File: src/rtl/assert_macros.svh
// ----------------------------------------------------------------------------
// Assertion macros shared by the RTL
// ----------------------------------------------------------------------------
`ifndef ASSERT_MACROS_SVH
`define ASSERT_MACROS_SVH
`ifndef SYNTHESIS
`define ASSERT_CLK(label, clk, rst, prop, msg) \
  label: assert property (@(posedge clk) disable iff (rst) (prop)) else $error(msg);
`define ASSERT_CLK_NR(label, clk, prop, msg) \
  label: assert property (@(posedge clk) (prop)) else $error(msg);
`else
`define ASSERT_CLK(label, clk, rst, prop, msg)
`define ASSERT_CLK_NR(label, clk, prop, msg)
`endif
`endif

File: src/rtl/rmac_pkg.sv
// ----------------------------------------------------------------------------
// rmac_pkg
// Shared types and constants of the register map access checker.
// ----------------------------------------------------------------------------
`default_nettype none
package rmac_pkg;
  localparam int RangeSlotsDef = 8;
  localparam int DescSlotsDef  = 16;
  localparam int StatW = 32;

  typedef enum logic [1:0] {
    OP_READ = 2'd0, OP_WRITE = 2'd1, OP_ADD_RANGE = 2'd2, OP_ADD_DESC = 2'd3
  } op_t;

  typedef enum logic [2:0] {
    ST_OK = 3'd0, ST_RD_DENIED = 3'd1, ST_WR_DENIED = 3'd2, ST_UNMAPPED = 3'd3,
    ST_NO_DESC = 3'd4, ST_REJECTED = 3'd5, ST_FULL = 3'd6
  } status_t;

  localparam logic [1:0] MODE_READ  = 2'h1;
  localparam logic [1:0] MODE_WRITE = 2'h2;
  localparam logic [1:0] FLAG_RD_EXT = 2'h1;
  localparam logic [1:0] FLAG_WR_EXT = 2'h2;

  typedef enum logic [2:0] {
    S_IDLE = 3'b001, S_EXEC = 3'b010, S_OUT = 3'b100
  } state_t;

  function automatic logic [StatW-1:0] sat_inc(input logic [StatW-1:0] c);
    sat_inc = (c == '1) ? c : c + StatW'(1);
  endfunction
endpackage
`default_nettype wire

File: src/rtl/register_map_access_checker_unit.sv
// ----------------------------------------------------------------------------
// register_map_access_checker_unit
// Range-checked register map with descriptor store and statistics.
// ----------------------------------------------------------------------------
// One item at a time: a beat is taken in IDLE, where the descriptor keys
// are matched on the incoming address and the descriptor value memory
// starts its registered read; in EXEC the range table is matched and the
// result register is loaded. The result beat is offered in OUT, and the
// next input beat is only taken back in IDLE once the result is taken,
// so an output that is held off holds off the input too. The range tables
// and descriptor keys sit in flip-flops for the parallel match; the
// descriptor values live in a one-port synchronous memory, read on
// acceptance and written back in EXEC. No clearing pass: entries are only
// consulted below the fill count.
`default_nettype none
`include "assert_macros.svh"
module register_map_access_checker_unit #(
  parameter int RANGE_SLOTS      = rmac_pkg::RangeSlotsDef,
  parameter int DESCRIPTOR_SLOTS = rmac_pkg::DescSlotsDef
) (
  input  wire logic         clk,
  input  wire logic         rst,
  input  wire logic         cfg_valid,
  output logic              cfg_ready,
  input  wire logic         cfg_data,      // value store enable
  input  wire logic         s_tvalid,
  output logic              s_tready,
  // [1:0] opcode, [33:2] address, [65:34] value, [97:66] range_end,
  // [99:98] access_mode, [131:100] allowed_mask, [132] read_external,
  // [133] write_external, [165:134] external_data, [167:166] zero
  input  wire logic [167:0] s_tdata,
  output logic              m_tvalid,
  input  wire logic         m_tready,
  // [31:0] read_data, [34:32] status, [35] ext_write_strobe,
  // [67:36] ext_write_data, [99:68] read_count, [131:100] write_count,
  // [163:132] read_error_count, [195:164] write_error_count,
  // [227:196] violation_count, [231:228] zero
  output logic [231:0]      m_tdata
);
  import rmac_pkg::*;

  localparam int RIW = (RANGE_SLOTS > 1) ? $clog2(RANGE_SLOTS) : 1;
  localparam int RCW = $clog2(RANGE_SLOTS + 1);
  localparam int DIW = (DESCRIPTOR_SLOTS > 1) ? $clog2(DESCRIPTOR_SLOTS) : 1;
  localparam int DCW = $clog2(DESCRIPTOR_SLOTS + 1);

  state_t state;
  logic store_en;

  // range and descriptor key tables
  logic [31:0] rng_start [RANGE_SLOTS];
  logic [31:0] rng_end   [RANGE_SLOTS];
  logic [1:0]  rng_mode  [RANGE_SLOTS];
  logic [RCW-1:0] range_count;
  logic [31:0] desc_addr [DESCRIPTOR_SLOTS];
  logic [31:0] desc_mask [DESCRIPTOR_SLOTS];
  logic [1:0]  desc_flag [DESCRIPTOR_SLOTS];
  logic [DCW-1:0] desc_count;
  logic [31:0] desc_value_mem [DESCRIPTOR_SLOTS];
  logic [31:0] mem_rdata;

  logic [StatW-1:0] cnt_rd, cnt_wr, cnt_rd_err, cnt_wr_err, cnt_viol;

  // latched item
  op_t         op;
  logic [31:0] addr, val, rend, mask, xdata;
  logic [1:0]  mode;
  logic        rext, wext;

  // descriptor match on the incoming address; slot is registered
  logic [DIW-1:0] in_slot, slot;
  logic           in_hit, hit;
  always_comb begin
    in_hit = 1'b0;
    in_slot = '0;
    for (int i = DESCRIPTOR_SLOTS - 1; i >= 0; i--) begin
      if (DCW'(i) < desc_count && desc_addr[i] == s_tdata[33:2]) begin
        in_hit = 1'b1;
        in_slot = DIW'(i);
      end
    end
  end

  // newest covering range
  logic       r_hit;
  logic [1:0] r_mode;
  always_comb begin
    r_hit = 1'b0;
    r_mode = '0;
    for (int i = 0; i < RANGE_SLOTS; i++) begin
      if (RCW'(i) < range_count && addr >= rng_start[i] && addr <= rng_end[i]) begin
        r_hit = 1'b1;
        r_mode = rng_mode[i];
      end
    end
  end

  // resolve the item
  logic [31:0] rdata_n, sdata_n;
  status_t     status_n;
  logic        strobe_n, mem_we, inc_rd, inc_wr, inc_rde, inc_wre, inc_v;
  logic        add_rng, add_desc;
  always_comb begin
    rdata_n = '0; sdata_n = '0; status_n = ST_OK; strobe_n = 1'b0; mem_we = 1'b0;
    inc_rd = 1'b0; inc_wr = 1'b0; inc_rde = 1'b0; inc_wre = 1'b0; inc_v = 1'b0;
    add_rng = 1'b0; add_desc = 1'b0;
    case (op)
      OP_READ, OP_WRITE: begin
        inc_rd = (op == OP_READ);
        inc_wr = (op == OP_WRITE);
        if (!r_hit) begin
          status_n = ST_UNMAPPED; inc_v = 1'b1;
        end else if (op == OP_READ && (r_mode & MODE_READ) == '0) begin
          status_n = ST_RD_DENIED; inc_rde = 1'b1;
        end else if (op == OP_WRITE && (r_mode & MODE_WRITE) == '0) begin
          status_n = ST_WR_DENIED; inc_wre = 1'b1;
        end else if (!hit) begin
          status_n = ST_NO_DESC;
        end else if (op == OP_READ) begin
          if ((desc_flag[slot] & FLAG_RD_EXT) != '0) rdata_n = xdata;
          else if (store_en) rdata_n = mem_rdata;
        end else if ((val & ~desc_mask[slot]) != '0) begin
          status_n = ST_REJECTED; inc_wre = 1'b1;
        end else begin
          if ((desc_flag[slot] & FLAG_WR_EXT) != '0) begin
            strobe_n = 1'b1; sdata_n = val;
          end
          mem_we = store_en;
        end
      end
      OP_ADD_RANGE: begin
        if (range_count >= RCW'(RANGE_SLOTS)) status_n = ST_FULL;
        else add_rng = 1'b1;
      end
      default: begin
        if (desc_count >= DCW'(DESCRIPTOR_SLOTS)) status_n = ST_FULL;
        else add_desc = 1'b1;
      end
    endcase
  end

  assign s_tready  = (state == S_IDLE);
  assign cfg_ready = (state == S_IDLE);
  assign m_tvalid  = (state == S_OUT);

  // control, counters and tables
  always_ff @(posedge clk) begin
    if (rst) begin
      state <= S_IDLE;
      store_en <= 1'b1;
      range_count <= '0;
      desc_count <= '0;
      cnt_rd <= '0; cnt_wr <= '0; cnt_rd_err <= '0; cnt_wr_err <= '0; cnt_viol <= '0;
    end else begin
      if (cfg_valid && cfg_ready) store_en <= cfg_data;
      case (state)
        S_IDLE: if (s_tvalid) state <= S_EXEC;
        S_EXEC: begin
          state <= S_OUT;
          if (inc_rd) cnt_rd <= sat_inc(cnt_rd);
          if (inc_wr) cnt_wr <= sat_inc(cnt_wr);
          if (inc_rde) cnt_rd_err <= sat_inc(cnt_rd_err);
          if (inc_wre) cnt_wr_err <= sat_inc(cnt_wr_err);
          if (inc_v) cnt_viol <= sat_inc(cnt_viol);
          if (add_rng) range_count <= range_count + RCW'(1);
          if (add_desc) desc_count <= desc_count + DCW'(1);
        end
        S_OUT: if (m_tready) state <= S_IDLE;
        default: state <= S_IDLE;
      endcase
    end
  end

  // latch the item and the match
  always_ff @(posedge clk) begin
    if (s_tvalid && s_tready) begin
      op <= op_t'(s_tdata[1:0]);
      addr <= s_tdata[33:2];   val <= s_tdata[65:34];
      rend <= s_tdata[97:66];  mode <= s_tdata[99:98];
      mask <= s_tdata[131:100]; rext <= s_tdata[132];
      wext <= s_tdata[133];    xdata <= s_tdata[165:134];
      hit <= in_hit;           slot <= in_slot;
    end
  end

  // table writes
  always_ff @(posedge clk) begin
    if (state == S_EXEC && add_rng) begin
      rng_start[range_count[RIW-1:0]] <= addr;
      rng_end[range_count[RIW-1:0]]   <= rend;
      rng_mode[range_count[RIW-1:0]]  <= mode;
    end
    if (state == S_EXEC && add_desc) begin
      desc_addr[desc_count[DIW-1:0]] <= addr;
      desc_mask[desc_count[DIW-1:0]] <= mask;
      desc_flag[desc_count[DIW-1:0]] <= {wext, rext};
    end
  end

  // value memory: read on acceptance, write in the execute cycle
  always_ff @(posedge clk) begin
    if (state == S_EXEC && add_desc) desc_value_mem[desc_count[DIW-1:0]] <= val;
    else if (state == S_EXEC && mem_we) desc_value_mem[slot] <= val;
    if (s_tvalid && s_tready) mem_rdata <= desc_value_mem[in_slot];
  end

  // result register; counters follow the live registers
  logic [31:0] rdata_q, sdata_q;
  status_t     status_q;
  logic        strobe_q;
  always_ff @(posedge clk) begin
    if (state == S_EXEC) begin
      rdata_q <= rdata_n; sdata_q <= sdata_n; status_q <= status_n; strobe_q <= strobe_n;
    end
  end
  assign m_tdata = {4'b0, cnt_viol, cnt_wr_err, cnt_rd_err, cnt_wr, cnt_rd,
                    sdata_q, strobe_q, status_q, rdata_q};

  // fill counts stay within the tables
  logic fill_ok;
  assign fill_ok = range_count <= RCW'(RANGE_SLOTS) && desc_count <= DCW'(DESCRIPTOR_SLOTS);

  `ASSERT_CLK(a_strobe_ok, clk, rst, !(m_tvalid && strobe_q) || status_q == ST_OK, "strobe")
  `ASSERT_CLK(a_rd_clean, clk, rst, !(m_tvalid && status_q != ST_OK) || rdata_q == '0, "data")
  `ASSERT_CLK(a_cnt_bound, clk, rst, fill_ok, "count overflow")
endmodule
`default_nettype wire
File: config.mk
export PLATFORM = sky130hd
export DESIGN_NAME = register_map_access_checker_unit
export DESIGN_NICKNAME = d
export VERILOG_FILES = /design/src/rtl/rmac_pkg.sv /design/src/rtl/register_map_access_checker_unit.sv
export VERILOG_INCLUDE_DIRS = /design/src /design/src/rtl
export SDC_FILE = /design/constraint.sdc
export NUM_CORES = 2
export LEC_CHECK = 0
export ABC_CLOCK_PERIOD_IN_PS = 13700
export BUFFER_PORTS_ARGS = -buffer_cell sky130_fd_sc_hd__buf_2
export CORE_MARGIN = 1
export CORE_UTILIZATION = 30
export DETAILED_ROUTE_END_ITERATION = 16
export PLACE_DENSITY = 0.45
export SLEW_MARGIN = 10
export SYNTH_ARGS = -nofsm -noshare
export SYNTH_HDL_FRONTEND = slang
export SYNTH_SLANG_ARGS = --single-unit
File: constraint.sdc
create_clock -name clk -period 13.7 [get_ports clk]
set_input_delay 1.37 -clock clk [delete_from_list [all_inputs] [get_ports clk]]
set_output_delay 1.37 -clock clk [all_outputs]
set_load 0.01 [all_outputs]
# Yosys cells after proc, flatten, opt, wreduce, memory -nomap -nowiden
# Memory sizes are Yosys's and may differ from the RTL's. A register that Yosys moved wholly into a read port is not among the register bits.
# Cells that the tools add are included.
[word_totals] inputBits=174 mem_bits_rw=2096 out_inout_bits=235 mem_count=7 register_bits=412 latchBits=0 wordCells=263 romBits=0
[classes] bitwise=12 n_mul=0 n_shift=0 reduce_logical=58 eq_ne=28 n_div=0 mux=85 add_sub_neg=7 order_cmp=42
[mem_list] memory="desc_addr" words=16 width=32 read_ports=16 rd_clocked_by_memory_dff=0 write_ports=1 line_no="register_map_access_checker_unit.sv:55" text="logic [31:0] desc_addr [DESCRIPTOR_SLOTS];"
[mem_list] memory="desc_mask" words=16 width=32 read_ports=1 rd_clocked_by_memory_dff=1 write_ports=1 line_no="register_map_access_checker_unit.sv:56" text="logic [31:0] desc_mask [DESCRIPTOR_SLOTS];"
[mem_list] memory="desc_value_mem" words=16 width=32 read_ports=1 rd_clocked_by_memory_dff=1 write_ports=1 line_no="register_map_access_checker_unit.sv:59" text="logic [31:0] desc_value_mem [DESCRIPTOR_SLOTS];"
[mem_list] memory="rng_end" words=8 width=32 read_ports=8 rd_clocked_by_memory_dff=0 write_ports=1 line_no="register_map_access_checker_unit.sv:52" text="logic [31:0] rng_end [RANGE_SLOTS];"
[mem_list] memory="rng_start" words=8 width=32 read_ports=8 rd_clocked_by_memory_dff=0 write_ports=1 line_no="register_map_access_checker_unit.sv:51" text="logic [31:0] rng_start [RANGE_SLOTS];"
[mem_list] memory="desc_flag" words=16 width=2 read_ports=1 rd_clocked_by_memory_dff=1 write_ports=1 line_no="register_map_access_checker_unit.sv:57" text="logic [1:0] desc_flag [DESCRIPTOR_SLOTS];"
[mem_list] memory="1 more memories"
[op_table] cell="$eq A32 B32 Y1" n=16
[op_table] cell="$ge A32 B32 Y1" n=8
[op_table] cell="$le A32 B32 Y1" n=8
[op_table] cell="$add A32 B1 Y32 const B" n=5
[op_table] cell="$eq A32 B32 Y1 const B" n=5
[op_table] cell="$mux W32" n=3
[op_table] cell="$mux W4" n=19
[op_table] cell="$mux W1" n=43
[op_table] cell="$lt A4 B5 Y1 const A" n=8
[op_table] cell="$logic_and A1 B1 Y1" n=39
[op_table] cell="$and A32 B32 Y32" n=1
[op_table] cell="$not A32 Y32" n=1
[op_table] cell="$reduce_bool A32 Y1" n=1
[op_table] cell="$reduce_or A32 Y1" n=1
[op_table] cell="$mux W3" n=10
[op_table] cell="$lt A3 B5 Y1 const A" n=4
[op_table] cell="$lt A3 B4 Y1 const A" n=4
[op_table] cell="$mux W2" n=8
[op_table] cell="$reduce_and A3 Y1" n=5
[op_table] cell="$reduce_or A15 Y1" n=1
[op_table] cell="$lt A1 B5 Y1 const A" n=2
[op_table] cell="$lt A2 B5 Y1 const A" n=2
[op_table] cell="$not A1 Y1" n=10
[op_table] cell="$pmux W3 S3" n=1
[op_table] cell="other kinds (20)" n=27

# Logic depth before layout (Yosys ltp)
# An unclocked memory read counts as a cell.
[depth] ltp_word=24 mapped_depth=16 ltp_nobuf=13

# Worst setup path before layout
# OpenSTA, ideal clock, no wires.
[synth_timing] path_type="flip-flop to flip-flop" startpoint="register state[0]" endpoint="memory desc_addr[3][0], enable pin" period_less_slack_ns=9.710 setup_slack_ns=3.990 t_arrival_ns=9.139 n_path_buf=0 t_required_ns=13.129 path_stages_with_launch=7 path_cell_list="dfxtp_1 -> nand2b_1 -> nor2_1 -> nand2_1 -> nor3b_1 -> nand2_1 -> nor3_1"
[synth_via] elab_chain_len=4
[synth_lines] item="from (decl)" line_no="register_map_access_checker_unit.sv:47" text="state_t state;"
[synth_lines] item="from (signal assigned)" line_no="register_map_access_checker_unit.sv:149" text="state <= S_IDLE;"
[synth_lines] item="from (signal assigned)" line_no="register_map_access_checker_unit.sv:157" text="S_IDLE: if (s_tvalid) state <= S_EXEC;"
[synth_lines] item="from (signal assigned)" line_no="register_map_access_checker_unit.sv:159" text="state <= S_OUT;"
[synth_lines] item="$eq A3 B2 Y1" line_no="register_map_access_checker_unit.sv:193" text="if (state == S_EXEC && add_desc) begin"
[synth_lines] item="$logic_and A1 B1 Y1" line_no="register_map_access_checker_unit.sv:193"
[synth_lines] item="$mux W1" line_no="register_map_access_checker_unit.sv:193"
[synth_lines] item="$mux W1 (not written as such)" line_no="register_map_access_checker_unit.sv:194" text="desc_addr[desc_count[DIW-1:0]] <= addr;"
[synth_lines] item="to (decl)" line_no="register_map_access_checker_unit.sv:55"
# No other way between the ends.

# Worst setup path after layout
[layout_timing] startpoint="register addr[11]" endpoint="memory desc_value_mem[2][4], enable pin"
[layout_via] elab_chain_len=23 elab_cells_between_ends=63
[layout_lines] item="from (decl)" line_no="register_map_access_checker_unit.sv:66" text="logic [31:0] addr, val, rend, mask, xdata;"
[layout_lines] item="from (signal assigned)" line_no="register_map_access_checker_unit.sv:178" text="addr <= s_tdata[33:2]; val <= s_tdata[65:34];"
[layout_lines] item="$ge A32 B32 Y1" line_no="register_map_access_checker_unit.sv:91" text="if (RCW'(i) < range_count && addr >= rng_start[i] && addr <= rng_end[i]) begin"
[layout_lines] item="$logic_and A1 B1 Y1 (2 in series)" line_no="register_map_access_checker_unit.sv:91"
[layout_lines] item="$mux W2 (8 in series)" line_no="register_map_access_checker_unit.sv:91"
[layout_lines] item="$logic_not A2 Y1" line_no="register_map_access_checker_unit.sv:115" text="end else if (op == OP_WRITE && (r_mode & MODE_WRITE) == '0) begin"
[layout_lines] item="$logic_and A1 B1 Y1" line_no="register_map_access_checker_unit.sv:115"
[layout_lines] item="$mux W1" line_no="register_map_access_checker_unit.sv:115"
[layout_lines] item="$mux W1" line_no="register_map_access_checker_unit.sv:113" text="end else if (op == OP_READ && (r_mode & MODE_READ) == '0) begin"
[layout_lines] item="$mux W1 (*)" line_no="register_map_access_checker_unit.sv:111" text="if (!r_hit) begin"
[layout_lines] item="$mux W1 (*)" line_no="register_map_access_checker_unit.sv:107" text="case (op)"
[layout_lines] item="$logic_and A1 B1 Y1 (*)" line_no="register_map_access_checker_unit.sv:203" text="else if (state == S_EXEC && mem_we) desc_value_mem[slot] <= val;"
[layout_lines] item="$mux W1 (*)" line_no="register_map_access_checker_unit.sv:203"
[layout_lines] item="$mux W1 (*)" line_no="register_map_access_checker_unit.sv:202" text="if (state == S_EXEC && add_desc) desc_value_mem[desc_count[DIW-1:0]] <= val;"
[layout_lines] item="$mux W1 (not written as such) (*)" line_no="register_map_access_checker_unit.sv:203"
[layout_lines] item="$reduce_or A32 Y1 (no source line)"
[layout_lines] item="$mux W4 (no source line) / $mux W1 (equally long branches)"
[layout_lines] item="to (decl)" line_no="register_map_access_checker_unit.sv:59"
# Mark *: on every way between the ends. The rest lies on a longest branch, timed or not.

==> reports/qor.yml <==
outcome: "finished, final reports clean"
worst_tran_pin_value_ps: 1255
vias_per_inst: 4.958
first_pass_iters: 6
first_global_vias: 66720
timing.setup.critical_path_class: "flip-flop to flip-flop"
relSlewSlack_pct: 16.35
postSynth.topFlopCell: "sky130_fd_sc_hd__edfxtp_1"
syn_avg_cell_area_sq_um: 14.94
post-place-cells: 12740
startpoint: "addr[11]"
worstPathCellList: "buf_4, ha_1, nand4_1, nor4_1, nand2b_1, o32a_1, a311o_1, a211oi_1, a211oi_1, buf_4, nor3_2, nand2_1, o31ai_4, buf_4"
vdd_drop_max_mv: 0.1026
path_delay_family: "simple AND/OR/NAND/NOR gates"
hold_buffers: 0
cp_slowest_stage_delay_ps: 1030
global_route_total_usage_across_every_layer_pct: 18.22
power_density_nw_per_um2: 134.7
synthDominantAreaCellType: "sky130_fd_sc_hd__edfxtp_1"
post_synth_inst_count: 7435
fp.coreArea_sq_um: 368900
ys_top_cells_by_count: "2,367 x sky130_fd_sc_hd__edfxtp_1, 599 x sky130_fd_sc_hd__inv_1, 523 x sky130_fd_sc_hd__ha_1"
wl_mm: 348.0
design.portCount: 409
highest-signal-layer: "met5"
cts.htree.levels: 5
critPathArrivalTime_ps: 8380
final_hold_viol_count: 0
start_kind: "flip-flop"
initial_utilization_pct: 30.12
min_period_over_period_pct: 57.39
setup_viol: 0
synth_edf_count: 2367
timing.hold.worst.class: "flip-flop to flip-flop"
vias: 65950
fp.dieArea_sq_um: 372800
cts_buffers: 303
yosys.cell_types.count: 90
cp_num_cells: 14
final_gp_congestion: 0.8303
clock_sinks: 2544
post_drt_wl_per_cell_um: 26.16
seq_area_sq_um: 74640
grt_max_degree: 134
crit_path_end_kind: "flip-flop"
synthToLayoutAreaGrowth_pct: 17.09
final_period_minus_worst_setup_slack_ps: 7862
sequential_share_of_the_synthesized_area_pct: 67.17
final.fill_count: 35550
die-height_um: 610.5
max_freq_ghz: 0.1272
clockBufferDepth: 4
finish.instance_area_sq_um: 130100
totalNegativeSetupSlack_ps: 0
clk_latency_ps: 920
yosys.area.top_type_share_pct: 63.98
clockRootBuffer: "sky130_fd_sc_hd__clkbuf_16"
worstPathMaxFanout: 32
floorplan.rows: 223
met3_wirelength_mm: 13.29
antenna_violations_before_repair: 33
cts_setup_buffers: 0
timing_max_transition_violations_final: 0
cts.clk_slew.worst_paths_ps: 60
clock_tree_from_tritoncts: "yes"
synth_most_common_cell: "sky130_fd_sc_hd__edfxtp_1"
syn_warnings: 0
worst_setup_path_endpoint: "desc_value_mem[2][4]"
ys_seq_elements: 2544
synthesis.area_sq_um: 111100
portBuffers: 402
r2r_slack_ps: 5840
cpMaxStageDelayCell: "sky130_fd_sc_hd__edfxtp_1"
wl_met2_mm: 173.3
r2r_end: "desc_value_mem[2][4]"
post_route_m1_wl_mm: 149.3
critPathBufInv: 3
grt_pass1_wl_mm: 489.3
ff2ff_path_depth: 14
ant_nets: 0
finalNetCount: 8795
ys_top_cells_by_area: "sky130_fd_sc_hd__edfxtp_1 64%, sky130_fd_sc_hd__ha_1 5.9%, sky130_fd_sc_hd__mux4_2 3.3%"
grt-ovfl-total: 0
finalPower_mw: 17.52
instances_no_fill: 13300
worst_ep_required_time_ps: 14220
placed_cell_area_sq_um: 120400
finClkSkew_ps: 58.28
r2r-start: "addr[11]"
drt-initial-drc-count: 4813
drive_gt1_share_pct: 16.22
dp_hpwl_mm: 205.6
cts_resized: 0
static-leakage-power_nw: 45.19
die_w_um: 610.5
critical-path-top-cell-by-count: "sky130_fd_sc_hd__buf_4"
unrepaired_setup_endpoints_after_global_routing: "false"
timing.max_cap.violations: 0
multiInputGateArea_sq_um: 33580
postSynth.asyncResetShare_pct: 0
drt_drc_violations_left: 0
tightest hold or removal path: stages (launching register included):
cell and delay, ps:
sky130_fd_sc_hd__dfxtp_1 320, sky130_fd_sc_hd__o31ai_1 60, sky130_fd_sc_hd__a21oi_1 50
worst min path at each step:
stage                        endpoint            from  slack, ps  depth (start not counted)
global route        desc_addr[15][19]        addr[19]        510                          0
detailed placement  desc_addr[15][19]        addr[19]        460                          0
CTS                    cnt_rd_err[25]  cnt_rd_err[25]        490                          2
global placement         cnt_viol[30]    cnt_viol[30]        470                          2
finish                 cnt_wr_err[30]  cnt_wr_err[30]        490                          2
floorplan                   flip-flop         slot[2]        480                          2
per-layer routing:
metal / global-route usage, % / up-vias
met2: 31.79 / 1570
met1: 23.45 / 34040
li1: - / 29770
met4: 6.130 / 2
met5: 0 / -
met3: 2.024 / 569
per-stage QoR:
step           setup WS [ps]  utilization, %  hold slack [ps]
6_report                5838           35.27            488.6
5_1_grt                 5513           35.26            505.6
4_1_cts                 5680           35.26            492.4
3_5_place_dp            5779           32.63            463.6
3_3_place_gp            5760           32.63            472.2
2_1_floorplan           3990               -            479.1
report_power, final:
part	leakage [nW]	internal, mW	switching (mW)
logic	17.6	0.281	0.604
registers	22.9	8.57	0.113
clock network	4.71	4.65	3.31
placed cells by master (no fill, tap or decap), types with 64 or more instances in the layout:
cell type,n
sky130_fd_sc_hd__edfxtp_1,2367
sky130_fd_sc_hd__inv_1,598
sky130_fd_sc_hd__ha_1,523
sky130_fd_sc_hd__buf_2,401
sky130_fd_sc_hd__xnor2_1,322
sky130_fd_sc_hd__clkbuf_16,309
sky130_fd_sc_hd__a21oi_1,283
sky130_fd_sc_hd__mux2i_1,279
sky130_fd_sc_hd__nand2_1,271
sky130_fd_sc_hd__xor2_1,248
sky130_fd_sc_hd__nand4_1,245
sky130_fd_sc_hd__nor2_1,203
sky130_fd_sc_hd__buf_4,198
sky130_fd_sc_hd__nand3_1,194
sky130_fd_sc_hd__dfxtp_1,172
sky130_fd_sc_hd__mux4_2,161
sky130_fd_sc_hd__o21ai_0,147
sky130_fd_sc_hd__nor4_1,128
sky130_fd_sc_hd__nor3_1,67
sky130_fd_sc_hd__clkbuf_1,67
sky130_fd_sc_hd__a21o_1,64
sky130_fd_sc_hd__mux2_2,64
state kept, by name, indices dropped and copies added, names as in the netlist, 256 cells and up, named ones only:
signal          cells
desc_mask         512
rng_start         256
rng_end           256
desc_addr         512
desc_value_mem    512
cell type report:
cell class                 count  share of cell area, %
sequential                  2544                  57.38
multi-input combinational   4041                  25.82
clock buffer                 380                  6.180
tap                         4950                  4.761
timing repair buffer         609                  2.833
inverter                     599                  1.734
clock inverter               164                  1.275
antenna                       13                0.02501
cell families after synthesis:
group | share of synthesized area (%)
other | 0.003375
flip-flops | 67.17
buffers and inverters | 3.071
multiplexers | 6.467
XOR/XNOR | 4.494
adder cells (fa/ha/maj) | 5.890
AND/OR/NAND/NOR | 7.595
AO/OA/AOI/OAI | 5.312
Power figures use the tool's default switching activity.
